File: config.mk
export PLATFORM = sky130hd
export DESIGN_NAME = fcp_back
export DESIGN_NICKNAME = d
export VERILOG_FILES = /design/src/sv/fcp_pkg.sv /design/src/sv/fcp_back.sv
export SDC_FILE = /design/constraint.sdc
export NUM_CORES = 2
export LEC_CHECK = 0
export BUFFER_PORTS_ARGS = -buffer_cell sky130_fd_sc_hd__buf_2
export CORE_ASPECT_RATIO = 0.8
export CORE_MARGIN = 2
export CORE_UTILIZATION = 50
export DETAILED_ROUTE_END_ITERATION = 8
export PLACE_DENSITY = 0.65
export SYNTH_ARGS = -nofsm -noshare
export SYNTH_HDL_FRONTEND = slang
export SYNTH_SLANG_ARGS = --single-unit
File: constraint.sdc
create_clock -name clk -period 12.4 [get_ports clk]
set_clock_uncertainty 0.15 [all_clocks]
set_input_delay 2.48 -clock clk [delete_from_list [all_inputs] [get_ports clk]]
set_output_delay 2.48 -clock clk [all_outputs]
set_load 0.005 [all_outputs]
File: src/sv/fcp_pkg.sv
// Shared types and constants for the FIR convolution peak block.
// No dependencies; imported by every module of the block.
`timescale 1ns / 1ps

package fcp_pkg;

    localparam int MAX_TAPS   = 128;
    localparam int TAP_AW     = 7;    // address width of the tap stores
    localparam int TAPS_W     = 8;    // width of taps_in_use
    localparam int ACC_W      = 40;
    localparam int PROD_W     = 32;
    localparam int SAMPLE_W   = 16;
    localparam int QUEUE_DEPTH = 4;
    localparam int QUEUE_AW    = 2;

    // raw func codes on the input stream
    localparam logic [1:0] FUNC_COEF    = 2'd0;
    localparam logic [1:0] FUNC_SAMPLE  = 2'd1;
    localparam logic [1:0] FUNC_RESTART = 2'd2;

    typedef enum logic [1:0] {
        CMD_COEF,
        CMD_SAMPLE,
        CMD_RESTART
    } cmd_t;

    typedef struct packed {
        cmd_t                        cmd;
        logic [TAP_AW-1:0]           tap_index;
        logic signed [SAMPLE_W-1:0]  value;
    } cmd_item_t;

endpackage

File: src/sv/fcp_back.sv
// Back end: coefficient store, sample ring, serial multiply-accumulate,
// peak tracking and the output register. Depends on fcp_pkg.
`timescale 1ns / 1ps

module fcp_back
(
    input  logic                         clk,
    input  logic                         rst_n,
    input  logic                         q_valid,
    input  fcp_pkg::cmd_item_t           q_item,
    output logic                         q_pop,
    input  logic [fcp_pkg::TAPS_W-1:0]   taps_in_use,
    output logic                         m_tvalid,
    input  logic                         m_tready,
    output logic [79:0]                  m_tdata
);
    import fcp_pkg::*;

    typedef enum logic [1:0] {
        S_IDLE,
        S_RUN,
        S_DRAIN,
        S_FIN
    } state_t;

    state_t                       state_reg;
    logic [TAP_AW-1:0]            wp_reg;
    logic [TAPS_W-1:0]            fill_reg;
    logic [TAPS_W-1:0]            k_reg;
    logic [TAPS_W-1:0]            n_reg;
    logic [ACC_W-1:0]             peak_reg;
    logic                         out_valid_reg;
    logic signed [ACC_W-1:0]      out_filt_reg;
    logic [ACC_W-1:0]             out_peak_reg;

    logic signed [SAMPLE_W-1:0]   hist_mem [MAX_TAPS];
    logic signed [SAMPLE_W-1:0]   coef_mem [MAX_TAPS];

    logic signed [SAMPLE_W-1:0]   hist_rd_reg;
    logic signed [SAMPLE_W-1:0]   coef_rd_reg;
    logic                         rd_valid_reg;
    logic                         rd_zero_reg;
    logic signed [PROD_W-1:0]     prod_reg;
    logic                         prod_valid_reg;
    logic signed [ACC_W-1:0]      acc_reg;

    logic                         start_sample;
    logic                         issue;
    logic [TAP_AW-1:0]            wp_next;
    logic [TAPS_W-1:0]            n_next;
    logic [ACC_W-1:0]             mag;
    logic [ACC_W-1:0]             peak_next;
    logic                         out_free;

    assign q_pop        = (state_reg == S_IDLE) && q_valid;
    assign start_sample = q_pop && (q_item.cmd == CMD_SAMPLE);
    assign issue        = (state_reg == S_RUN);
    assign wp_next      = wp_reg + 1'b1;
    assign n_next       = (taps_in_use > TAPS_W'(MAX_TAPS)) ? TAPS_W'(MAX_TAPS) : taps_in_use;
    assign mag          = acc_reg[ACC_W-1] ? ACC_W'(-acc_reg) : ACC_W'(acc_reg);
    assign peak_next    = (mag > peak_reg) ? mag : peak_reg;
    assign out_free     = !out_valid_reg || m_tready;

    assign m_tvalid = out_valid_reg;
    assign m_tdata  = {out_peak_reg, out_filt_reg};

    // newest sample sits at wp_reg; history[k] lives at wp_reg - k
    always_ff @(posedge clk)
    begin
        if (start_sample)
            hist_mem[wp_next] <= q_item.value;
        if (q_pop && (q_item.cmd == CMD_COEF))
            coef_mem[q_item.tap_index] <= q_item.value;
        hist_rd_reg <= hist_mem[wp_reg - k_reg[TAP_AW-1:0]];
        coef_rd_reg <= coef_mem[k_reg[TAP_AW-1:0]];
        prod_reg    <= rd_zero_reg ? '0 : PROD_W'(hist_rd_reg * coef_rd_reg);
    end

    always_ff @(posedge clk or negedge rst_n)
    begin
        if (!rst_n)
        begin
            rd_valid_reg   <= 1'b0;
            rd_zero_reg    <= 1'b0;
            prod_valid_reg <= 1'b0;
            acc_reg        <= '0;
        end
        else
        begin
            rd_valid_reg   <= issue;
            // entries older than the last restart read as zero
            rd_zero_reg    <= (k_reg >= fill_reg);
            prod_valid_reg <= rd_valid_reg;
            if (start_sample)
                acc_reg <= '0;
            else if (prod_valid_reg)
                acc_reg <= acc_reg + ACC_W'(prod_reg);
        end
    end

    always_ff @(posedge clk or negedge rst_n)
    begin
        if (!rst_n)
        begin
            state_reg     <= S_IDLE;
            wp_reg        <= '0;
            fill_reg      <= '0;
            k_reg         <= '0;
            n_reg         <= '0;
            peak_reg      <= '0;
            out_valid_reg <= 1'b0;
            out_filt_reg  <= '0;
            out_peak_reg  <= '0;
        end
        else
        begin
            // in S_FIN the load below decides the output valid
            if (out_valid_reg && m_tready && (state_reg != S_FIN))
                out_valid_reg <= 1'b0;

            unique case (state_reg)
                S_IDLE:
                begin
                    if (q_pop)
                    begin
                        unique case (q_item.cmd)
                            CMD_COEF:
                            begin
                            end
                            CMD_RESTART:
                            begin
                                fill_reg <= '0;
                                peak_reg <= '0;
                            end
                            CMD_SAMPLE:
                            begin
                                wp_reg <= wp_next;
                                if (fill_reg != TAPS_W'(MAX_TAPS))
                                    fill_reg <= fill_reg + 1'b1;
                                k_reg     <= '0;
                                n_reg     <= n_next;
                                state_reg <= (n_next == '0) ? S_DRAIN : S_RUN;
                            end
                            default:
                            begin
                            end
                        endcase
                    end
                end
                S_RUN:
                begin
                    k_reg <= k_reg + 1'b1;
                    if (k_reg + 1'b1 == n_reg)
                        state_reg <= S_DRAIN;
                end
                S_DRAIN:
                begin
                    if (!rd_valid_reg && !prod_valid_reg)
                        state_reg <= S_FIN;
                end
                S_FIN:
                begin
                    if (out_free)
                    begin
                        out_valid_reg <= 1'b1;
                        out_filt_reg  <= acc_reg;
                        out_peak_reg  <= peak_next;
                        peak_reg      <= peak_next;
                        state_reg     <= S_IDLE;
                    end
                end
                default:
                    state_reg <= S_IDLE;
            endcase
        end
    end

endmodule
Word level (Yosys, flattened, before mapping)
Memories as Yosys holds them, arrays and structs flattened. A register that Yosys moved wholly into a read port is not among the register bits.
Cells that the tools add are included.
{ "totals": {"ff_bits": 229, "elab_cells": 92, "memories": 2, "input_bits": 37, "out_inout_bits": 82, "ramBits": 4096} }
{ "op_classes": {"eq_ne": 15, "magnitude_cmp": 3, "mul": 1, "addsub": 6, "reduce_logical": 23, "n_mux": 28} }
{ "mem_list": {"columns": ["memory", "words", "word_bits", "read_ports", "rd_clocked_by_memory_dff", "wr", "line_no", "text"], "rows": [
  ["coef_mem", 128, 16, 1, 1, 1, "fcp_back.sv:37", "logic signed [SAMPLE_W-1:0] coef_mem [MAX_TAPS];"],
  ["hist_mem", 128, 16, 1, 1, 1, "fcp_back.sv:36", "logic signed [SAMPLE_W-1:0] hist_mem [MAX_TAPS];"]
]} }
{ "ops": {"columns": ["cell", "count"], "rows": [
  ["2-to-1 mux 40 bit", 7],
  ["one-hot mux 40 bit (2 select lines)", 1],
  ["adder 40 x 32 -> 40 bit", 1],
  ["> comparator 40 bit", 1],
  ["negator 40 bit", 1],
  ["multiplier 16 x 16 -> 32 bit", 1],
  ["2-to-1 mux 8 bit", 4],
  ["one-hot mux 8 bit (2 select lines)", 2],
  ["adder 8 x 1 -> 8 bit, second input constant", 2],
  ["2-to-1 mux 2 bit", 6],
  ["equality test 8 bit", 1],
  ["greater-or-equal comparator 8 bit", 1],
  ["> comparator 8 bit, second input constant", 1],
  ["logical NOT 8 bit", 1],
  ["inequality test 2 x 1 -> 1 bit, second input constant", 4],
  ["inequality test 2 bit, second input constant", 4],
  ["inequality test 8 bit, second input constant", 1],
  ["one-hot mux 2 bit (4 select lines)", 1],
  ["AND reduction 4 bit", 2],
  ["nonzero test 2 bit", 4],
  ["adder 7 x 1 -> 7 bit, second input constant", 1],
  ["2-to-1 mux 1 bit", 7],
  ["subtractor 7 bit", 1],
  ["equality test 2 bit, second input constant", 3],
  ["other kinds (8)", 18]
]} }

Depth between registers and ports, before layout
{ "logic_depth": {"ltp_word": 7, "mapped_depth": 25} }

Least setup slack after synthesis
OpenSTA, ideal clock, no wires.
{ "synth_path": {"kind": "flip-flop to flip-flop", "from": "reg hist_rd_reg[15], read port of hist_mem", "to": "reg prod_reg[31]", "n_path_buf": 1, "stages_incl_launch_ff": 23, "slack_ps": 6244, "synth_period_minus_slack_ps": 6156, "arrival_ps": 5878, "setup_ps": 129, "required_ps": 12121, "path_cell_list": "dfxtp_1 > clkbuf_1 > nand2_1 > inv_1 > fa_1 > fa_1 > fa_1 > fa_1 > fa_1 > inv_1 > fa_1 > inv_1 > ha_1 > a21o_1 > a21oi_1 > nor2_1 > a21oi_1 > o31a_1 > a31oi_1 > o21a_1 > o21a_1 > nand4_1 > o211ai_1"} }
{ "synth_via": {"elab_chain_len": 1} }
{ "synth_lines": {"columns": ["element", "line_no", "text"], "rows": [
  ["from (decl)", "fcp_back.sv:39", "logic signed [SAMPLE_W-1:0] hist_rd_reg;"],
  ["multiplier 16 x 16 -> 32 bit", "fcp_back.sv:76", "prod_reg <= rd_zero_reg ? '0 : PROD_W'(hist_rd_reg * coef_rd_reg);"],
  ["to (signal assigned)", "fcp_back.sv:76", null],
  ["to (decl)", "fcp_back.sv:43", "logic signed [PROD_W-1:0] prod_reg;"]
]} }
No other way between the ends.
A chain may end at the register's enable or synchronous reset.

Worst setup path in the final report
{ "layout_path": {"from": "reg acc_reg[12]", "to": "reg peak_reg[7]"} }
{ "layout_via": {"elab_chain_len": 6} }
{ "layout_lines": {"columns": ["element", "line_no", "text"], "rows": [
  ["from (decl)", "fcp_back.sv:45", "logic signed [ACC_W-1:0] acc_reg;"],
  ["from (signal assigned)", "fcp_back.sv:97", "acc_reg <= acc_reg + ACC_W'(prod_reg);"],
  ["negator 40 bit", "fcp_back.sv:60", "assign mag = acc_reg[ACC_W-1] ? ACC_W'(-acc_reg) : ACC_W'(acc_reg);"],
  ["2-to-1 mux 40 bit (*)", "fcp_back.sv:60", null],
  ["> comparator 40 bit (*)", "fcp_back.sv:61", "assign peak_next = (mag > peak_reg) ? mag : peak_reg;"],
  ["2-to-1 mux 40 bit (*)", "fcp_back.sv:61", null],
  ["2-to-1 mux 40 bit (*)", "fcp_back.sv:163", "if (out_free)"],
  ["one-hot mux 40 bit (2 select lines) (*)", "fcp_back.sv:121", "unique case (state_reg)"],
  ["to (signal assigned)", "fcp_back.sv:168", "peak_reg <= peak_next;"],
  ["to (decl)", "fcp_back.sv:31", "logic [ACC_W-1:0] peak_reg;"]
]} }
Every way passes the cells marked *; elsewhere a longest branch is shown, timed or not. The select of a mux whose other input is x is not followed.

==> qor.csv <==
stage;metric;value;unit
status;status;completed;
critical_path;worst reg2reg path startpoint;acc_reg[12];
sta;RSZ-0062 raised after global routing;no;
layout;fill count;26530;
synthesis;most frequent cell after synthesis;edfxtp_1;
grt;first-pass GRT wire length;637000;um
power_and_ir_drop;leakage;67.54;nW
die;Placeable Area;0.3594;mm2
detailed_routing;vias;89110;
power_and_ir_drop;PD cells;144.3;mW/mm2
sta;FMAX;145.7;MHz
power_and_ir_drop;VDD IR max;0.1156;mV
sta;Worst-Margin Slew;1.324;ns
clock_tree;number of post-CTS setup repair buffers;0;
clock_tree;Clock Path Buffers;4;
clock_tree;CTS clock-pin slew for the worst setup and hold paths;0.06;ns
sta;Final Hold Viols;0;
run;Max-Cap Viols;0;
clock_tree;CTS buffer count;424;
detailed_routing;post-route antenna net violation count;0;
synthesis;Synth Area in Adders;4.220;%
die;Initial Util;50.11;%
sta;total negative slack;0;ns
layout;register area;0.1292;mm2
synthesis;sequential area share after synthesis;71.74;%
synthesis;post-synthesis compound-gate area fraction;1.703;%
layout;Final nets;9714;
synthesis;Syn Area/Cell;20.59;um2
sta;Final Max Slew Viols;0;
critical_path;Arr. time, crit path;7.61;ns
synthesis;post-synthesis cell area;0.1801;mm2
grt;Total Routing Usage GR;24.10;%
die;die area;0.3650;mm2
clock_tree;number of gates resized after CTS;0;
place;gpl congestion;0.8642;
layout;share of layout cells above drive strength 1;26.22;%
critical_path;FF-to-FF End;peak_reg[7];
critical_path;WS Path Type;register to register;
min_path;Min-Delay Path Depth;0;
die;I/O Pins;119;
synthesis;mux cell area share after synthesis;17.37;%
grt;largest net degree at the start of global routing;157;
clock_tree;CTS tree;built;
synthesis;count of different cell masters after synthesis;70;
detailed_routing;Routed WL;439700;um
sta;crit share post-route;55.35;%
sta;Slew headroom;11.66;%
clock_tree;htree depth;5;
layout;Multi-input gate area;0.04807;mm2
synthesis;Commonest cells post-synth;edfxtp_1, mux4_2, nor2_1;
sta;fin crit period;6.864;ns
layout;area grow syn2layout;12.22;%
layout;registers with the most flip-flops;coef_mem (2048), hist_mem (2048);
synthesis;ys flop type;edfxtp_1;
grt;vias in the first global route;88860;
critical_path;Worst R2R Path Depth;18;
detailed_routing;vias per inst;6.195;
synthesis;Simple-Gate Fraction of Synth Area;2.687;%
synthesis;Synth Register Bits;4357;
synthesis;top cells by area, synth;edfxtp_1, mux4_2, fa_1, dfrtp_1, ha_1;
place;IO buf count;118;
die;Cell Rows;197;
min_path;HP Class;register to register;
sta;number of setup violations in the final report;0;
critical_path;critical path endpoint category;register;
synthesis;Async SR Flop Fraction;4.521;%
clock_tree;clk_lat worst skew;0.96;ns
detailed_routing;DR WL/cell;30.57;um
critical_path;element type at the critical path start;register;
clock_tree;# clock sinks;4357;
min_path;hold-critical path endpoint;prod_valid_reg;
synthesis;Synth area leader;edfxtp_1;
place;hpwl dp;262900;um
synthesis;Syn Inst Count;8746;
critical_path;Worst Path Required;13.15;ns
synthesis;largest family of logic cells by synthesized area;multiplexers;
layout;post-layout util;56.24;%
min_path;hold_sp;rd_valid_reg;
detailed_routing;First-pass DRT Iterations;5;
detailed_routing;DR iter-0 viols;11990;
die;die height;540.8;um
synthesis;EDFF count, synth;4096;
critical_path;worst-path maximum fanout;19;
clock_tree;Hold Buf Count CTS;0;
synthesis;xor/xnor share of the synthesized area;0.6419;%
grt;grt ovf;0;
critical_path;R2R setup slack;5.54;ns
synthesis;Synth top area share;68.30;%
die;Die W;675;um
synthesis;syn_nets;9232;
sta;worst hold margin;0.2253;ns
synthesis;yosys warns;0;
detailed_routing;drt drc;0;
clock_tree;CTS root buf;clkbuf_16;
grt;initial antenna violation count;34;
critical path: stages, from the launching register on:
cell and delay [ns]:
dfrtp_1 0.45, or4_4 0.58, or4_1 0.43, or2_1 0.25
or4_1 0.69, or3_4 0.48, o41ai_4 0.30, xnor2_1 0.15
ha_1 0.33, nand4_1 0.11, or2_2 0.33, nor3_1 0.19
nand4_1 0.20, o221ai_1 0.33, o21ai_4 0.10, nor2_1 0.39
and2_1 0.73, buf_4 0.40, a22o_1 0.20
routing by layer:
metal  vias to the layer above  share of wire, %  global-route usage, %
met5                         -            0.0061                      0
met4                         4               2.3                  5.588
met3                       527               9.5                  4.147
met2                      4190                44                  34.83
met1                     48020                44                  38.60
li1                      36370                 -                      -
kinds of logic after synthesis:
| kind of cell | count (synthesis) |
|---|---|
| DFF | 4357 |
| muxes | 1477 |
| and+or+nand+nor | 1077 |
| buffers and inverters | 782 |
| AOI/OAI and AO/OA | 472 |
| adders and majority gates | 449 |
| xor gates and xnor gates | 132 |
worst max-delay path by stage:
stage	start	end	slack, ns	depth (start not counted)
after detailed placement	acc_reg[12]	peak_reg[7]	5.63	18
final	acc_reg[12]	peak_reg[7]	5.54	18
after global routing	hist_rd_reg[15]	prod_reg[31]	5.27	21
after floorplan	hist_rd_reg[15]	prod_reg[31]	6.24	22
after CTS	acc_reg[12]	peak_reg[23]	5.60	18
after global placement	hist_rd_reg[15]	prod_reg[31]	5.79	21
power by group:
group	switching [W]	internal [W]
clock	0.00555	0.00726
sequential	0	0.0161
combinational	0.000263	0.0000182
total	0.00581	0.0234
metrics by stage:
| stage | cells | power [W] | setup slack, ns | instance area, um2 |
|---|---|---|---|---|
| floorplan | 8746 | 0.01640 | 6.244 | 180100 |
| global placement | 13580 | 0.01665 | 5.792 | 188300 |
| detailed placement | 13580 | 0.01668 | 5.629 | 188300 |
| CTS | 14370 | 0.02939 | 5.605 | 202100 |
| global route | 14370 | 0.02996 | 5.275 | 202100 |
| finish | 14380 | 0.02917 | 5.536 | 202100 |
layout make-up:
type / instances / area share, %
flip-flops and latches: 4357 / 63.94
repair buffers: 480 / 1.813
clock inverters: 272 / 1.363
diodes: 17 / 0.02105
multi-input cells: 3607 / 23.78
clock buffers: 517 / 5.458
well taps: 4776 / 2.957
inverters: 358 / 0.6686
cells in the final DEF (no fill, tap or decap), types with 34 or more instances in the layout:
| master | synthesis | final |
|---|---|---|
| a21o_1 | 62 | 62 |
| a21oi_1 | 82 | 82 |
| a22o_1 | 47 | 47 |
| and2_1 | 127 | 126 |
| buf_2 | 2 | 101 |
| buf_4 | 0 | 347 |
| bufinv_16 | 0 | 43 |
| clkbuf_1 | 303 | 88 |
| clkbuf_16 | 0 | 426 |
| clkinv_1 | 1 | 92 |
| clkinv_2 | 0 | 83 |
| dfrtp_1 | 197 | 191 |
| dfxtp_1 | 64 | 64 |
| edfxtp_1 | 4096 | 4096 |
| fa_1 | 264 | 263 |
| ha_1 | 185 | 184 |
| inv_1 | 356 | 356 |
| mux2_2 | 71 | 71 |
| mux2i_1 | 94 | 94 |
| mux4_2 | 1312 | 1312 |
| nand2_1 | 371 | 370 |
| nand3_1 | 34 | 34 |
| nor2_1 | 380 | 371 |
| o21ai_0 | 149 | 148 |
| xnor2_1 | 97 | 93 |
| xor2_1 | 35 | 34 |
Note: power is estimated with default switching activity, not from simulation.
