--- config.mk ---
export PLATFORM = sky130hd
export DESIGN_NAME = fcp_queue
export DESIGN_NICKNAME = d
export VERILOG_FILES = /design/src/sv/fcp_pkg.sv /design/src/sv/fcp_queue.sv
export SDC_FILE = /design/constraint.sdc
export NUM_CORES = 1
export LEC_CHECK = 0
export BUFFER_PORTS_ARGS = -buffer_cell sky130_fd_sc_hd__buf_2
export CAP_MARGIN = 10
export CORE_MARGIN = 1
export CORE_UTILIZATION = 40
export CTS_CLUSTER_DIAMETER = 100
export DETAILED_ROUTE_END_ITERATION = 12
export GPL_TIMING_DRIVEN = 0
export HOLD_SLACK_MARGIN = 0.05
export PLACE_DENSITY = 0.63
export SYNTH_ARGS = -nofsm -noshare
export SYNTH_HDL_FRONTEND = slang
export SYNTH_SLANG_ARGS = --single-unit
export TNS_END_PERCENT = 1
--- constraint.sdc ---
create_clock -name clk -period 2.9 [get_ports clk]
set_clock_uncertainty 0.1 [all_clocks]
set_input_delay 0.725 -clock clk [delete_from_list [all_inputs] [get_ports clk]]
set_output_delay 0.725 -clock clk [all_outputs]
set_load 0.005 [all_outputs]
--- src/sv/fcp_pkg.sv ---
// Shared types and constants for the FIR convolution peak block.
// No dependencies; imported by every module of the block.
`timescale 1ns / 1ps

package fcp_pkg;

    localparam int MAX_TAPS   = 128;
    localparam int TAP_AW     = 7;    // address width of the tap stores
    localparam int TAPS_W     = 8;    // width of taps_in_use
    localparam int ACC_W      = 40;
    localparam int PROD_W     = 32;
    localparam int SAMPLE_W   = 16;
    localparam int QUEUE_DEPTH = 4;
    localparam int QUEUE_AW    = 2;

    // raw func codes on the input stream
    localparam logic [1:0] FUNC_COEF    = 2'd0;
    localparam logic [1:0] FUNC_SAMPLE  = 2'd1;
    localparam logic [1:0] FUNC_RESTART = 2'd2;

    typedef enum logic [1:0] {
        CMD_COEF,
        CMD_SAMPLE,
        CMD_RESTART
    } cmd_t;

    typedef struct packed {
        cmd_t                        cmd;
        logic [TAP_AW-1:0]           tap_index;
        logic signed [SAMPLE_W-1:0]  value;
    } cmd_item_t;

endpackage

--- src/sv/fcp_queue.sv ---
// Short command queue between front and back ends.
// Depends on fcp_pkg for the entry type and depth.
`timescale 1ns / 1ps

module fcp_queue
(
    input  logic                clk,
    input  logic                rst_n,
    input  logic                push,
    input  fcp_pkg::cmd_item_t  push_item,
    output logic                full,
    output logic                valid,
    output fcp_pkg::cmd_item_t  item,
    input  logic                pop
);
    import fcp_pkg::*;

    cmd_item_t           entry_reg [QUEUE_DEPTH];
    logic [QUEUE_AW-1:0] wr_ptr_reg;
    logic [QUEUE_AW-1:0] rd_ptr_reg;
    logic [QUEUE_AW:0]   count_reg;
    logic                do_pop;

    assign full   = (count_reg == (QUEUE_AW+1)'(QUEUE_DEPTH));
    assign valid  = (count_reg != '0);
    assign item   = entry_reg[rd_ptr_reg];
    assign do_pop = pop && valid;

    always_ff @(posedge clk)
    begin
        if (push)
            entry_reg[wr_ptr_reg] <= push_item;
    end

    always_ff @(posedge clk or negedge rst_n)
    begin
        if (!rst_n)
        begin
            wr_ptr_reg <= '0;
            rd_ptr_reg <= '0;
            count_reg  <= '0;
        end
        else
        begin
            if (push)
                wr_ptr_reg <= wr_ptr_reg + 1'b1;
            if (do_pop)
                rd_ptr_reg <= rd_ptr_reg + 1'b1;
            if (push && !do_pop)
                count_reg <= count_reg + 1'b1;
            else if (do_pop && !push)
                count_reg <= count_reg - 1'b1;
        end
    end

endmodule

== Word level (Yosys, flattened, before mapping) ==
Memories as Yosys holds them, arrays and structs flattened.
Cells that the tools add are included.

* Register bits: 7
* Bits in latches: 0
* Memory bits (writable): 100
* Bits in read-only memories: 0
* Input port bits: 29
* Output and inout port bits: 27
* Memories: 1

{| class="wikitable"
|+ Memory list
! memory !! words !! width !! rd ports !! clocked after memory_dff !! write ports !! RTL line !! source
|-
| entry_reg || 4 || 25 || 1 || 0 || 1 || fcp_queue.sv:18 || <nowiki>cmd_item_t entry_reg [QUEUE_DEPTH];</nowiki>
|}

* $add $sub $neg: 4
* Multipliers: 0
* Div/mod/pow operators: 0
* $lt $le $gt $ge: 0
* Equal/unequal tests: 1
* Shift-type cells: 0
* Multiplexer cells: 4
* Bitwise gates (word level): 0
* Reduce and logical (&&, ||, !) cells: 7

{| class="wikitable"
|+ Operators with widths
! cell !! count
|-
| 3-bit two-way mux || 2
|-
| 2-bit by 1-bit adder with 2-bit output (second input constant) || 2
|-
| 3-bit by 1-bit adder with 3-bit output (second input constant) || 1
|-
| 3-bit equality test (second input constant) || 1
|-
| 1-bit logical AND || 3
|-
| 3-bit nonzero test || 1
|-
| 3-bit by 1-bit subtractor with 3-bit output (second input constant) || 1
|-
| 1-bit zero test || 2
|-
| 1-bit two-way mux || 2
|-
| 2-bit nonzero test || 1
|}

== Longest topological paths before layout ==
Gate-level depths: netlist of run 1.

* Depth in word-level cells: 5
* Mapped depth: 8

== Worst setup path before layout of run 1 ==
Ideal clock, no wire load.

* Kind: register -> register
* From: register count_reg[0]
* To: register count_reg[2]
* Library setup time: 0.079 ns
* Arrival: 1.935 ns
* Slack: 0.786 ns
* Stages on the path, launching flop included: 9
* Path buffers: 0
* Period minus slack after synthesis: 2.114 ns
* Cells stage by stage: dfrtp_1 or3_1 nand2_1 ha_1 inv_1 fa_1 xor2_1 nor2_1 xor2_1

* Cells in the longest elaborated chain, start to end: 5

{| class="wikitable"
|+ RTL lines
! what !! RTL line !! source
|-
| start: declaration || fcp_queue.sv:21 || <nowiki>logic [QUEUE_AW:0] count_reg;</nowiki>
|-
| start signal: assignment || fcp_queue.sv:50 || <nowiki>count_reg <= count_reg + 1'b1;</nowiki>
|-
| start signal: assignment || fcp_queue.sv:52 || <nowiki>count_reg <= count_reg - 1'b1;</nowiki>
|-
| 3-bit nonzero test (*) || fcp_queue.sv:25 || <nowiki>assign valid = (count_reg != '0);</nowiki>
|-
| named net valid || fcp_queue.sv:12 || <nowiki>output logic valid,</nowiki>
|-
| 1-bit logical AND (*) || fcp_queue.sv:27 || <nowiki>assign do_pop = pop && valid;</nowiki>
|-
| 1-bit zero test || fcp_queue.sv:49 || <nowiki>if (push && !do_pop)</nowiki>
|-
| 1-bit logical AND || fcp_queue.sv:49 ||
|-
| 3-bit two-way mux or 2-bit nonzero test (tied branches) || n/a ||
|}

The timed path passes the listed nets; every way through them passes the cells marked *. The select of a mux whose other input is x is not followed.
A chain may end at the register's enable or synchronous reset.

==> results of run 1 <==
==> Yosys cell counts <==
master / count
mux4_1: 7
nand2_1: 2
nor3b_1: 1
o21ai_0: 1
mux2_2: 1
xor2_1: 3
fa_1: 1
nand3_1: 1
xnor2_1: 3
mux4_2: 18
and2_1: 4
or3_1: 1
edfxtp_1: 100
inv_1: 3
buf_2: 3
ha_1: 5
dfrtp_1: 7
buf_6: 1
buf_12: 2
nor2_1: 1
==> cell families after synthesis <==
family / Yosys count
flip-flops: 107
multiplexers: 26
AND/OR/NAND/NOR: 10
buffers and inverters: 9
XOR/XNOR: 6
adder cells (fa/ha/maj): 6
AO/OA/AOI/OAI: 1
==> final cells by class <==
type | count | share of cell area, %
plain buffers | 6 | 1.379
clock buffers | 10 | 2.654
flip-flops and latches | 107 | 66.09
well taps | 133 | 3.461
inverters | 3 | 0.2342
clock inverters | 5 | 2.134
multi-input cells | 49 | 16.55
repair buffers | 59 | 7.494
==> metal layers <==
metal,routed length [µm],share of wire [%],up-vias,GRT usage [%]
met4,76,1.2,0,4.286
met3,340,5.2,7,5.288
met2,3530,54,43,23.79
met1,2630,40,943,16.05
li1,-,-,824,-
met5,0,0,-,0
==> power breakdown <==
part	switching (mW)	internal, mW
clock network	0.452	0.568
registers	0.0860	2.03
logic	0.650	0.739
total	1.19	3.34
==> through the flow <==
| stage | setup slack [ns] | area, µm² | power (mW) | utilization (%) |
|---|---|---|---|---|
| 2_1_floorplan | 0.7861 | 4051 | 3.020 | - |
| 3_3_place_gp | 0.3610 | 4493 | 3.494 | 45.97 |
| 3_5_place_dp | 0.6156 | 4578 | 3.584 | 46.84 |
| 4_1_cts | 0.3220 | 4808 | 4.609 | 49.19 |
| 5_1_grt | 0.2818 | 4808 | 4.794 | 49.19 |
| 6_report | 0.3721 | 4808 | 4.525 | 49.19 |
==> path summary, 6_finish.rpt <==
| check | start | endpoint | slack [ns] | cells past startpoint |
|---|---|---|---|---|
| setup / recovery | rd_ptr_reg[0]$_DFFE_PN0P_ | item[10] | 0.37 | 4 |
| hold / removal | rst_n | count_reg[1]$_DFFE_PN0P_ | 0.08 | 1 |
| setup reg to reg | count_reg[0]$_DFFE_PN0P_ | count_reg[2]$_DFFE_PN0P_ | 0.66 | 8 |
| hold reg to reg | count_reg[2]$_DFFE_PN0P_ | count_reg[2]$_DFFE_PN0P_ | 0.38 | 1 |
| max in group asynchronous | rst_n | wr_ptr_reg[0]$_DFFE_PN0P_ | 2.45 | 1 |
| min in group clk | count_reg[2]$_DFFE_PN0P_ | count_reg[2]$_DFFE_PN0P_ | 0.38 | 1 |
==> worst register-to-register path, cell delays in order (launching register included) <==
cell and delay [ns]:
dfrtp_1 0.44, or3_1 0.43, nand2_1 0.12, ha_1 0.19, inv_1 0.06, fa_1 0.37
xor2_1 0.17, nor2_1 0.12, xor2_1 0.17
==> flow_summary.json, run 1 <==
{
  "run_status": "completed",
  "timing.critical_path.max_delay_family": "multiplexers",
  "die_height_um": 102.6,
  "worst_hold_path_type": "input pin to async pin",
  "grt_first_pass_wirelength_um": 10110,
  "ioPinCount": 56,
  "grt_antenna_before_repair": 0,
  "syn_area_um2": 4051,
  "critPathSlowestCell": "mux4_2",
  "cellPowerDensity_nw_per_um2": 941.1,
  "maximum_clock_frequency_ghz": 0.3956,
  "share_of_the_cycle_needed_by_the_critical_path_after_routing_pct": 87.17,
  "mappedNetlistNets": 200,
  "num_antenna_cells": 0,
  "ys.warnings.count": 0,
  "type_of_origin_of_the_critical_path": "register",
  "placedCellCount": 357,
  "drtAntennaViolNets": 0,
  "yosys.cell_types.count": 20,
  "design.core.area_um2": 9774,
  "mostFrequentLayoutCell": "edfxtp_1",
  "worst_setup_hold_path_clk_slew_ns": 0.09,
  "rsz0062_at_grt": "no",
  "crit_path_max_fanout": 10,
  "rd_place_congestion": 0.7086,
  "seq_area_frac_synth_pct": 78.44,
  "placement_rows": 36,
  "portBuffers": 55,
  "vias": 1817,
  "power_leakage_nw": 1.701,
  "critical_path.cell_chain": "buf_6, buf_12, mux4_2, buf_2",
  "cts_htree_levels": 3,
  "vdd_ir_drop_max_mv": 0.3565,
  "synth_area_leader_cell": "edfxtp_1",
  "cts_setup_buffers": 0,
  "post_synth_mux_area_share_pct": 14.82,
  "cp_data_required_time_ns": 2.08,
  "dpl.hpwl_um": 4347,
  "synth_simple_gate_area_share_pct": 1.359,
  "postRouteWirelength_um": 6578,
  "per_instance_average_area_after_synthesis_um2": 24.55,
  "largest_register_ffs": 100,
  "hold-worst-slack_ns": 0.08219,
  "num-nets-final": 270,
  "main_combinational_cell_family_by_area_after_synthesis": "multiplexers",
  "floorplan.die_area_um2": 10540,
  "timing.critical_path.slowest_cell_delay_ns": 0.52,
  "maxSlewHeadroom_pct": 43.87,
  "most-common-layout-cells": "edfxtp_1 (100), buf_2 (58), mux4_2 (18)",
  "globalRouteTotalUtil_pct": 13.84,
  "drcViolationCount": 0,
  "worstSkewPairLatency_ns": 0.36,
  "drt_iter0_drc": 54,
  "clock_tree_from_tritoncts": "done",
  "timing.setup.critical_path_class": "register to primary output",
  "synth_compound_gate_area_share_pct": 0.1235,
  "initial_core_util_pct": 41.45,
  "final_cell_count_no_fill": 372,
  "ctsLongestPathBuffers": 2,
  "first_pass_iters": 4,
  "finalCriticalPeriod_ns": 2.528,
  "area.growth.synth_to_final_pct": 18.68,
  "globalRoute.totalOverflow": 0,
  "count_of_hold_fix_buffers_inserted_at_cts": 0,
  "cells_taking_the_most_area_after_synthesis": "edfxtp_1 (74%), mux4_2 (10%), mux4_1 (4.5%)",
  "ys_ff_latch": 107,
  "report.final.slew_viol_count": 0,
  "multi_input_area_um2": 795.8,
  "layout.filler_cells": 815,
  "max_cap_violations": 0,
  "area.sequential_um2": 3178,
  "critical_path.n_buffers_inverters": 3,
  "cts-resized-gates": 0,
  "first_global_vias": 1903,
  "clockRootBuffer": "clkbuf_8",
  "worst-endpoint-arrival_ns": 1.70,
  "tns_ns": 0,
  "numClockSinks": 107,
  "timing_hold_violations_final": 0,
  "drt-wirelength-per-cell_um": 17.68,
  "cts_inserted_buffers": 9,
  "grt_start_max_net_pins": 17,
  "adder_and_majority_cell_fraction_of_the_synthesized_area_pct": 2.038,
  "crit_path_end_kind": "primary output",
  "viasPerCell": 4.884,
  "synth_cells": 165,
  "timing_worst_slew_pin_value_ns": 0.8419,
  "setup_violations": 0,
  "synth_xor_xnor_area_share_pct": 1.297,
  "layout-drive-gt1-share_pct": 40.59,
  "chipWidth_um": 102.6,
  "netlist.area_leader.share_pct": 74.12
}
(Power assumes the default switching activity.)
==> run 2: changes to the inputs <==
ABC_AREA = 1   (was unset)
==> run 2 against run 1 <==
Net effect:
- utilization decreased by 2.1 points
- synthesized cell count increased by 110%
- combinational power increased by 29%
- fmax decreased by 2.6%
- design area increased by 6.1%
- register-to-register slack improved by 0.14 ns
- via count increased by 46%
- flip-flop and latch count unchanged
- clock-buffer cell count unchanged
- critical path type unchanged
- largest cell class unchanged
- largest power group unchanged
==> flow_summary.json, run 2 <==
{
  "critPathSlowestCell": "clkbuf_1",
  "design.core.area_um2": 10840,
  "portBuffers": 55,
  "yosys.cell_types.count": 20,
  "drcViolationCount": 0,
  "drt-wirelength-per-cell_um": 15.26,
  "syn_area_um2": 4446,
  "maxSlewHeadroom_pct": 20.63,
  "first_global_vias": 2680,
  "seq_area_frac_synth_pct": 71.49,
  "max_cap_violations": 0,
  "ys_ff_latch": 107,
  "globalRoute.totalOverflow": 0,
  "synth_area_leader_cell": "edfxtp_1",
  "rsz0062_at_grt": "no",
  "count_of_hold_fix_buffers_inserted_at_cts": 0,
  "share_of_the_cycle_needed_by_the_critical_path_after_routing_pct": 89.48,
  "crit_end": "item[24]",
  "area_after_dpl_um2": 4896,
  "drt_iter0_drc": 111,
  "first_pass_iters": 4,
  "multi_input_area_um2": 877.1,
  "finish.instance_area_um2": 5102,
  "ys_top_cells_by_count": "edfxtp_1 (100), nand2_1 (95), inv_1 (61)",
  "die_height_um": 107.4,
  "timing_hold_violations_final": 0,
  "hold-worst-slack_ns": 0.07924,
  "startpoint": "rd_ptr_reg[0]$_DFFE_PN0P_",
  "num-nets-final": 448,
  "cts_inserted_buffers": 9,
  "vias": 2647,
  "finalCriticalPeriod_ns": 2.595,
  "clock_tree_from_tritoncts": "done",
  "cellPowerDensity_nw_per_um2": 959.0,
  "timing.critical_path.max_delay_family": "buffers and inverters",
  "grt_antenna_before_repair": 0,
  "reg2reg_from": "wr_ptr_reg[0]$_DFFE_PN0P_",
  "numClockSinks": 107,
  "ctsLongestPathBuffers": 2,
  "dpl.hpwl_um": 5258,
  "worstSkewPairLatency_ns": 0.36,
  "cts-resized-gates": 0,
  "most-common-layout-cells": "edfxtp_1 (100), nand2_1 (95), inv_1 (61)",
  "worst_setup_hold_path_clk_slew_ns": 0.09,
  "netlist.area_leader.share_pct": 67.55,
  "synth_edf_count": 100,
  "worst_slack_ns": 0.3052,
  "per_instance_average_area_after_synthesis_um2": 12.81,
  "cts_htree_levels": 3,
  "ioPinCount": 56,
  "type_of_origin_of_the_critical_path": "register",
  "postSynth.topFlopCell": "edfxtp_1",
  "placement_rows": 38,
  "drtAntennaViolNets": 0,
  "crit_path_end_kind": "primary output",
  "synth_most_common_cell": "edfxtp_1",
  "tns_ns": 0,
  "postRouteWirelength_um": 8502,
  "placedCellCount": 542,
  "globalRouteTotalUtil_pct": 15.82,
  "critical_path_cell_count": 6,
  "synth_cells": 347,
  "ys.warnings.count": 0,
  "synthArstFlopShare_pct": 6.542,
  "layout.filler_cells": 967,
  "initial_core_util_pct": 41.01,
  "floorplan.die_area_um2": 11540,
  "clockRootBuffer": "clkbuf_8",
  "power_leakage_nw": 2.137,
  "critical_path.n_buffers_inverters": 3,
  "reg2reg_slack_ns": 0.80,
  "vdd_ir_drop_max_mv": 0.3575,
  "worst-endpoint-arrival_ns": 1.77,
  "grt_start_max_net_pins": 26,
  "rd_place_congestion": 0.7216,
  "post-place-ws_ns": 0.3128,
  "worst_r2r_endpoint": "entry_reg[0][12]$_DFFE_PP_",
  "area.sequential_um2": 3178,
  "cells_taking_the_most_area_after_synthesis": "edfxtp_1 (68%), o211ai_1 (8.1%), nand2_1 (8.0%)",
  "largest_register_ffs": 100,
  "crit_path_frequent_cell": "nand2_1",
  "utilization_pct": 47.07,
  "chipWidth_um": 107.4,
  "timing.setup.critical_path_class": "register to primary output",
  "cts_setup_buffers": 0,
  "mappedNetlistNets": 382,
  "mostFrequentLayoutCell": "edfxtp_1",
  "layout-drive-gt1-share_pct": 20.86,
  "cp_data_required_time_ns": 2.08,
  "maximum_clock_frequency_ghz": 0.3854,
  "critical_path.cell_chain": "inv_2, clkbuf_1, nand2_1, o211ai_1, nand2_1, buf_2",
  "run_status": "completed",
  "report.final.slew_viol_count": 0,
  "crit_path_max_fanout": 10,
  "final_cell_count_no_fill": 557,
  "viasPerCell": 4.752,
  "timing.critical_path.slowest_cell_delay_ns": 0.45,
  "area.growth.synth_to_final_pct": 14.78,
  "r2r.worst_path.cells": 4,
  "worst_hold_path_type": "input pin to async pin",
  "timing_worst_slew_pin_value_ns": 1.189,
  "total_power_mw": 4.893,
  "setup_violations": 0,
  "grt_first_pass_wirelength_um": 13360,
  "num_antenna_cells": 0
}
run 2: changes by cell type after synthesis, sizes merged, moves of 2 or more:
cell,delta
xnor2,-2
o211ai,+50
buf,+9
clkbuf,+2
mux4,-25
and2,-4
nand3,+2
nand2,+93
xor2,-2
inv,+60
run 2: cell type report:
cell class,instances,share of cell area (%)
repair buffers,55,5.395
clock buffers,10,2.501
well taps,140,3.433
multi-input cells,160,17.19
plain buffers,17,3.016
flip-flops and latches,107,62.29
clock inverters,5,1.545
inverters,63,4.635
run 2: logic make-up (layout without fill, tap and decap cells):
logic type / after synthesis / after routing / synth area share (%)
xor gates and xnor gates: 2 / 2 / 0.3941
DFF: 107 / 107 / 71.49
buffers and inverters: 80 / 150 / 8.781
and+or+nand+nor: 101 / 101 / 8.697
adders and majority gates: 6 / 6 / 1.858
AOI/OAI and AO/OA: 51 / 51 / 8.781
run 2: how the worst min path moves through the flow:
stage / from / to / slack [ns]
floorplan: rst_n / count_reg[0]$_DFFE_PN0P_ / 0.33
global placement: count_reg[2]$_DFFE_PN0P_ / count_reg[2]$_DFFE_PN0P_ / 0.35
detailed placement: count_reg[2]$_DFFE_PN0P_ / count_reg[2]$_DFFE_PN0P_ / 0.36
CTS: rst_n / count_reg[0]$_DFFE_PN0P_ / 0.08
global route: rst_n / wr_ptr_reg[0]$_DFFE_PN0P_ / 0.08
finish: rst_n / wr_ptr_reg[0]$_DFFE_PN0P_ / 0.08
run 2: worst register-to-register path, delay by kind of cell, from the launching register on:
kind / cells / cell delay [ns]
and+or+nand+nor: 1 / 0.05
DFF: 1 / 0.43
buffers and inverters: 2 / 0.97
adders and majority gates: 1 / 0.15
run 2: routing by layer:
layer / wire (µm) / global-route usage [%] / up-vias
li1: - / - / 1313
met1: 3768 / 18.88 / 1270
met2: 4172 / 27.47 / 57
met3: 501 / 4.600 / 7
met4: 59 / 5.088 / 0
met5: 0 / 0 / -
run 2: power breakdown:
part / total [mW] / switching (mW) / internal (mW)
Combinational: 1.80 / 1.10 / 0.694
Clock: 0.961 / 0.481 / 0.479
Sequential: 2.13 / 0.0970 / 2.04
